==> src/rtl/lrg_pkg.sv <==
`timescale 1ns / 1ps
// ----------------------------------------------------------------------------
// lrg_pkg: shared types and constants of the Laplace relaxation grid
// Command codes, configuration register indexes, fixed port widths and the
// command/status bundles between controller and datapath.
// ----------------------------------------------------------------------------
package lrg_pkg;

  localparam int CMD_W      = 2;
  localparam int IN_IDX_W   = 4;
  localparam int CFG_IDX_W  = 3;
  localparam int CFG_DATA_W = 16;
  localparam int DIM_W      = 5;
  localparam int SWEEP_W    = 8;

  typedef enum logic [CMD_W-1:0] {
    CMD_INIT = 2'd0,
    CMD_RUN  = 2'd1,
    CMD_READ = 2'd2,
    CMD_NONE = 2'd3
  } cmd_e;

  typedef enum logic [CFG_IDX_W-1:0] {
    CFG_ROWS     = 3'd0,
    CFG_COLS     = 3'd1,
    CFG_SWEEPS   = 3'd2,
    CFG_TOP      = 3'd3,
    CFG_OTHER    = 3'd4,
    CFG_INTERIOR = 3'd5
  } cfg_idx_e;

  typedef struct packed {
    logic ld_read;
    logic init_start;
    logic run_start;
    logic init_write;
    logic rd_ud;
    logic rd_lr;
    logic run_write;
    logic out_load;
  } dp_cmd_t;

  typedef struct packed {
    logic init_done;
    logic cell_last;
    logic sweep_last;
    logic sweeps_zero;
    logic out_free;
  } dp_sts_t;

endpackage

==> src/rtl/lrg_ctrl.sv <==
`timescale 1ns / 1ps
// ----------------------------------------------------------------------------
// lrg_ctrl: command sequencer of the Laplace relaxation grid
// Decodes accepted commands and steps the datapath through init fill,
// relaxation sweeps and cell reads.
// ----------------------------------------------------------------------------
module lrg_ctrl (
  input  logic                       clk_i,
  input  logic                       rst_ni,
  input  logic                       in_valid_i,
  output logic                       in_stall_o,
  input  logic [lrg_pkg::CMD_W-1:0]  cmd_i,
  input  lrg_pkg::dp_sts_t           sts_i,
  output lrg_pkg::dp_cmd_t           cmd_o
);

  import lrg_pkg::*;

  typedef enum logic [6:0] {
    ST_IDLE    = 7'b0000001,
    ST_INIT    = 7'b0000010,
    ST_RUN_A   = 7'b0000100,
    ST_RUN_B   = 7'b0001000,
    ST_RUN_W   = 7'b0010000,
    ST_RD_ISS  = 7'b0100000,
    ST_RD_WAIT = 7'b1000000
  } state_e;

  state_e state_q, state_d;

  always_ff @(posedge clk_i or negedge rst_ni) begin
    if (!rst_ni) begin
      state_q <= ST_IDLE;
    end else begin
      state_q <= state_d;
    end
  end

  assign in_stall_o = (state_q != ST_IDLE);

  always_comb begin
    state_d = state_q;
    cmd_o   = '0;
    unique case (state_q)
      ST_IDLE: begin
        if (in_valid_i) begin
          unique case (cmd_i)
            CMD_INIT: begin
              cmd_o.init_start = 1'b1;
              state_d          = ST_INIT;
            end
            CMD_RUN: begin
              if (!sts_i.sweeps_zero) begin
                cmd_o.run_start = 1'b1;
                state_d         = ST_RUN_A;
              end
            end
            CMD_READ: begin
              cmd_o.ld_read = 1'b1;
              state_d       = ST_RD_ISS;
            end
            default: begin
            end
          endcase
        end
      end
      ST_INIT: begin
        cmd_o.init_write = 1'b1;
        if (sts_i.init_done) begin
          state_d = ST_IDLE;
        end
      end
      ST_RUN_A: begin
        cmd_o.rd_ud = 1'b1;
        state_d     = ST_RUN_B;
      end
      ST_RUN_B: begin
        cmd_o.rd_lr = 1'b1;
        state_d     = ST_RUN_W;
      end
      ST_RUN_W: begin
        cmd_o.run_write = 1'b1;
        state_d = (sts_i.cell_last && sts_i.sweep_last) ? ST_IDLE : ST_RUN_A;
      end
      ST_RD_ISS: begin
        state_d = ST_RD_WAIT;
      end
      ST_RD_WAIT: begin
        if (sts_i.out_free) begin
          cmd_o.out_load = 1'b1;
          state_d        = ST_IDLE;
        end
      end
      default: begin
        state_d = ST_IDLE;
      end
    endcase
  end

endmodule

==> config.mk <==
export PLATFORM = sky130hd
export DESIGN_NAME = lrg_ctrl
export DESIGN_NICKNAME = d
export VERILOG_FILES = /design/src/rtl/lrg_pkg.sv /design/src/rtl/lrg_ctrl.sv
export SDC_FILE = /design/constraint.sdc
export NUM_CORES = 1
export LEC_CHECK = 0
export ABC_AREA = 1
export BUFFER_PORTS_ARGS = -buffer_cell sky130_fd_sc_hd__buf_2
export CAP_MARGIN = 15
export CORE_AREA = 2 2 42 44
export CTS_CLUSTER_SIZE = 16
export DETAILED_ROUTE_END_ITERATION = 12
export DIE_AREA = 0 0 44 46
export GPL_TIMING_DRIVEN = 0
export PLACE_DENSITY_LB_ADDON = 0.2
export SETUP_SLACK_MARGIN = 0.5
export SLEW_MARGIN = 0
export SYNTH_ARGS = -nofsm -noshare
export SYNTH_HDL_FRONTEND = slang
export SYNTH_SLANG_ARGS = --single-unit
==> constraint.sdc <==
create_clock -name clk_i -period 1.5 [get_ports clk_i]
set_clock_uncertainty 0.1 [all_clocks]
set_input_delay 0.45 -clock clk_i [delete_from_list [all_inputs] [get_ports clk_i]]
set_output_delay 0.45 -clock clk_i [all_outputs]
set_load 0.01 [all_outputs]
==> out/qor.csv <==
metric;value;unit
setup_viol_count_final;13;
r2r_cells;15;
drtIter0Drc;6;
hold_path.class;input pin to flip-flop;
finalNetCount;145;
peakVddDrop;0.000954;V
reg2reg_from;state_q[0]$_DFFE_PN1P_;
synth_top_area_share;25.3;%
synth_cell_types;19;
synth_top_family_by_area;simple AND/OR/NAND/NOR gates;
rr_endpoint;state_q[1]$_DFFE_PN0P_;
rsz0062_at_grt;yes;
top_regs;state_q x7;
synth_xor_area_share;0;%
via_per_inst;4.63;
netlist_area;593;um2
gp_congestion;0.778;
start_util;36.7;%
worstSetupPathType;flip-flop to output port;
synth_seq_area_share;29.7;%
io_buffers;18;
cts_num_sinks;7;
dr.pass1.iters;4;
syn_inst;89;
max_freq;0.501;GHz
regArea;178;um2
die_w;44;um
grt_overflow;0;
min_from;sts_i[4];
fin_total_pwr;0.00187;W
final_cell_area;1040;um2
ant_nets;0;
fp-row-count;15;
critPathMaxFanout;4;
muxShareOfSynthArea;0;%
grt_max_degree;8;
die_h;46;um
multi_input_area;474;um2
grt_pass1_wl;2.68;mm
rrSetupSlack;-0.42;ns
num_vias;680;
netlist_top_cells_area;dfrtp_1 (25%), nand2_1 (13%), nor2_1 (11%);
largest_register;state_q;
slowest_stage;dfstp_2;
power_leakage;0.555;nW
area_growth;75.1;%
layout_min_cycle_time;2.00;ns
fin_hold_ws;0.402;ns
die-area;2020;um2
io_pins;19;
dp_hpwl;1.06;mm
syn_avg_cell_area;6.66;um2
core-area;1610;um2
synth-simple-area-share;50.8;%
tightest_slew;0.194;ns
pre_cts_ws;-0.347;ns
ys_warn_count;0;
violations;setup timing;
required;0.95;ns
dpl_cell_area;753;um2
clkTransAtPathRegs;0.06;ns
grtUsageTotal;18.0;%
worst_setup_path_start_kind;flip-flop;
drc_errors;0;
fill_cells;134;
synth-compound-area-share;0.844;%
cts_root_buf;clkbuf_4;
clk_latency;0.26;ns
crit_arrival;1.45;ns
drive_gt1_share;57.7;%
cts_buffers;3;
status;complete, but fails checks;
wl_per_cell;10.6;um
setup_ws;-0.495;ns
slowest_delay;0.53;ns
hold_end;state_q[1]$_DFFE_PN0P_;
yosysTopAreaCell;dfrtp_1;
antenna_cells;0;
routed_wl;1.56;mm
cts_tree;built;
largest_reg_flops;7;
post-route-period-util;133;%
ctsLongestPathBuffers;2;
slew_headroom;87.0;%
synth_adder_area_share;8.44;%
ys_ff_latch;7;
finalMaxSlewViolations;0;
hold_viol;0;
power_density;1800;nW/um2
cap_violations;0;
end_kind;output port;
grt_pass1_vias;654;
antenna_found_initial;0;
htreeDepth;1;
synth_nets;103;
cp_cell_sequence;inv_2, nor2_4, buf_4, nand3_2, nor3_2, buf_2;
holdPathStages;3;
[critical path: cells and delay by family, from the launching register on]
| family | cells | cell delay (ns) |
|---|---|---|
| buffers and inverters | 3 | 0.31 |
| DFF | 1 | 0.53 |
| and+or+nand+nor | 3 | 0.35 |
[per-stage QoR]
step | utilization, % | TNS, ns | instances
floorplan | - | -0.417 | 89
detailed placement | 46.7 | -1.41 | 124
CTS | 62.2 | -5.67 | 146
global placement | 46.7 | -1.37 | 124
finish | 64.3 | -5.45 | 147
global route | 64.3 | -6.51 | 147
[cell type report]
| type | count | area share (%) |
|---|---|---|
| multi-input cells | 66 | 45.7 |
| repair buffers | 37 | 26.6 |
| flip-flops and latches | 7 | 17.1 |
| inverters | 16 | 6.02 |
| clock buffers | 4 | 2.53 |
| well taps | 17 | 2.05 |
[where the power goes]
group / internal [W] / total [W] / switching, W / leakage (nW)
sequential: 0.000248 / 0.000294 / 0.0000456 / 0.0916
combinational: 0.000695 / 0.00139 / 0.000698 / 0.449
clock: 0.000102 / 0.000180 / 0.0000784 / 0.0150
[Yosys cell counts]
master	count
nand3_2	2
nor2_4	2
nor2_1	17
nand3_1	6
nand2_2	3
dfrtp_1	6
nor2_2	4
inv_1	12
ha_1	4
nor4_1	1
nand3b_1	1
inv_2	3
dfstp_2	1
nand2_1	20
nor3_1	3
o21ai_0	1
nand2_4	1
clkinv_1	1
and3_1	1
[layer usage]
metal | up-vias | global-route usage (%) | part of all wire [%]
met4 | 0 | 7.27 | 2.5
li1 | 356 | - | -
met2 | 23 | 33.5 | 52
met5 | - | 0 | 0
met1 | 297 | 21.0 | 41
met3 | 4 | 1.59 | 5.1
[worst max path at each step]
stage,cells past startpoint,from,endpoint
after floorplan,6,state_q[0]$_DFFE_PN1P_,cmd_o[5]
after global placement,7,state_q[0]$_DFFE_PN1P_,cmd_o[5]
after detailed placement,7,state_q[0]$_DFFE_PN1P_,cmd_o[5]
after CTS,7,state_q[0]$_DFFE_PN1P_,cmd_o[5]
after global routing,7,state_q[0]$_DFFE_PN1P_,cmd_o[5]
final,6,state_q[0]$_DFFE_PN1P_,cmd_o[6]
[cell families (layout without fill, tap and decap cells)]
| kind of cell | count (synthesis) | in the layout |
|---|---|---|
| adders and majority gates | 4 | 4 |
| buffers and inverters | 16 | 57 |
| AOI/OAI and AO/OA | 1 | 1 |
| and+or+nand+nor | 61 | 61 |
| DFF | 7 | 7 |
[repair_timing]
item	4_1_cts	5_1_grt
endpoints found under the setup margin	15	16
hold buffers	1	0
setup buffers	17	1
gates resized for setup	23	7
endpoints found under the hold margin	6	0
pin swaps	9	9
gates cloned	0	0
[placed cells by master (no fill, tap or decap)]
master,n
nand2_4,3
inv_2,3
inv_1,11
dfrtp_1,5
dlygate4sd3_1,1
nand2_1,15
nand3_2,3
nand2_2,6
and3_4,1
dfstp_2,1
nand3_4,1
buf_6,9
clkinv_1,1
ha_1,4
nand3_1,4
buf_4,12
clkbuf_1,1
dfrtp_2,1
nor4_4,1
nor2_1,12
inv_4,1
nand3b_1,1
nor3_4,1
nor3_2,2
clkbuf_4,3
buf_2,15
o21ai_2,1
nor2_2,5
nor2_4,6
Power figures use the tool's default switching activity.
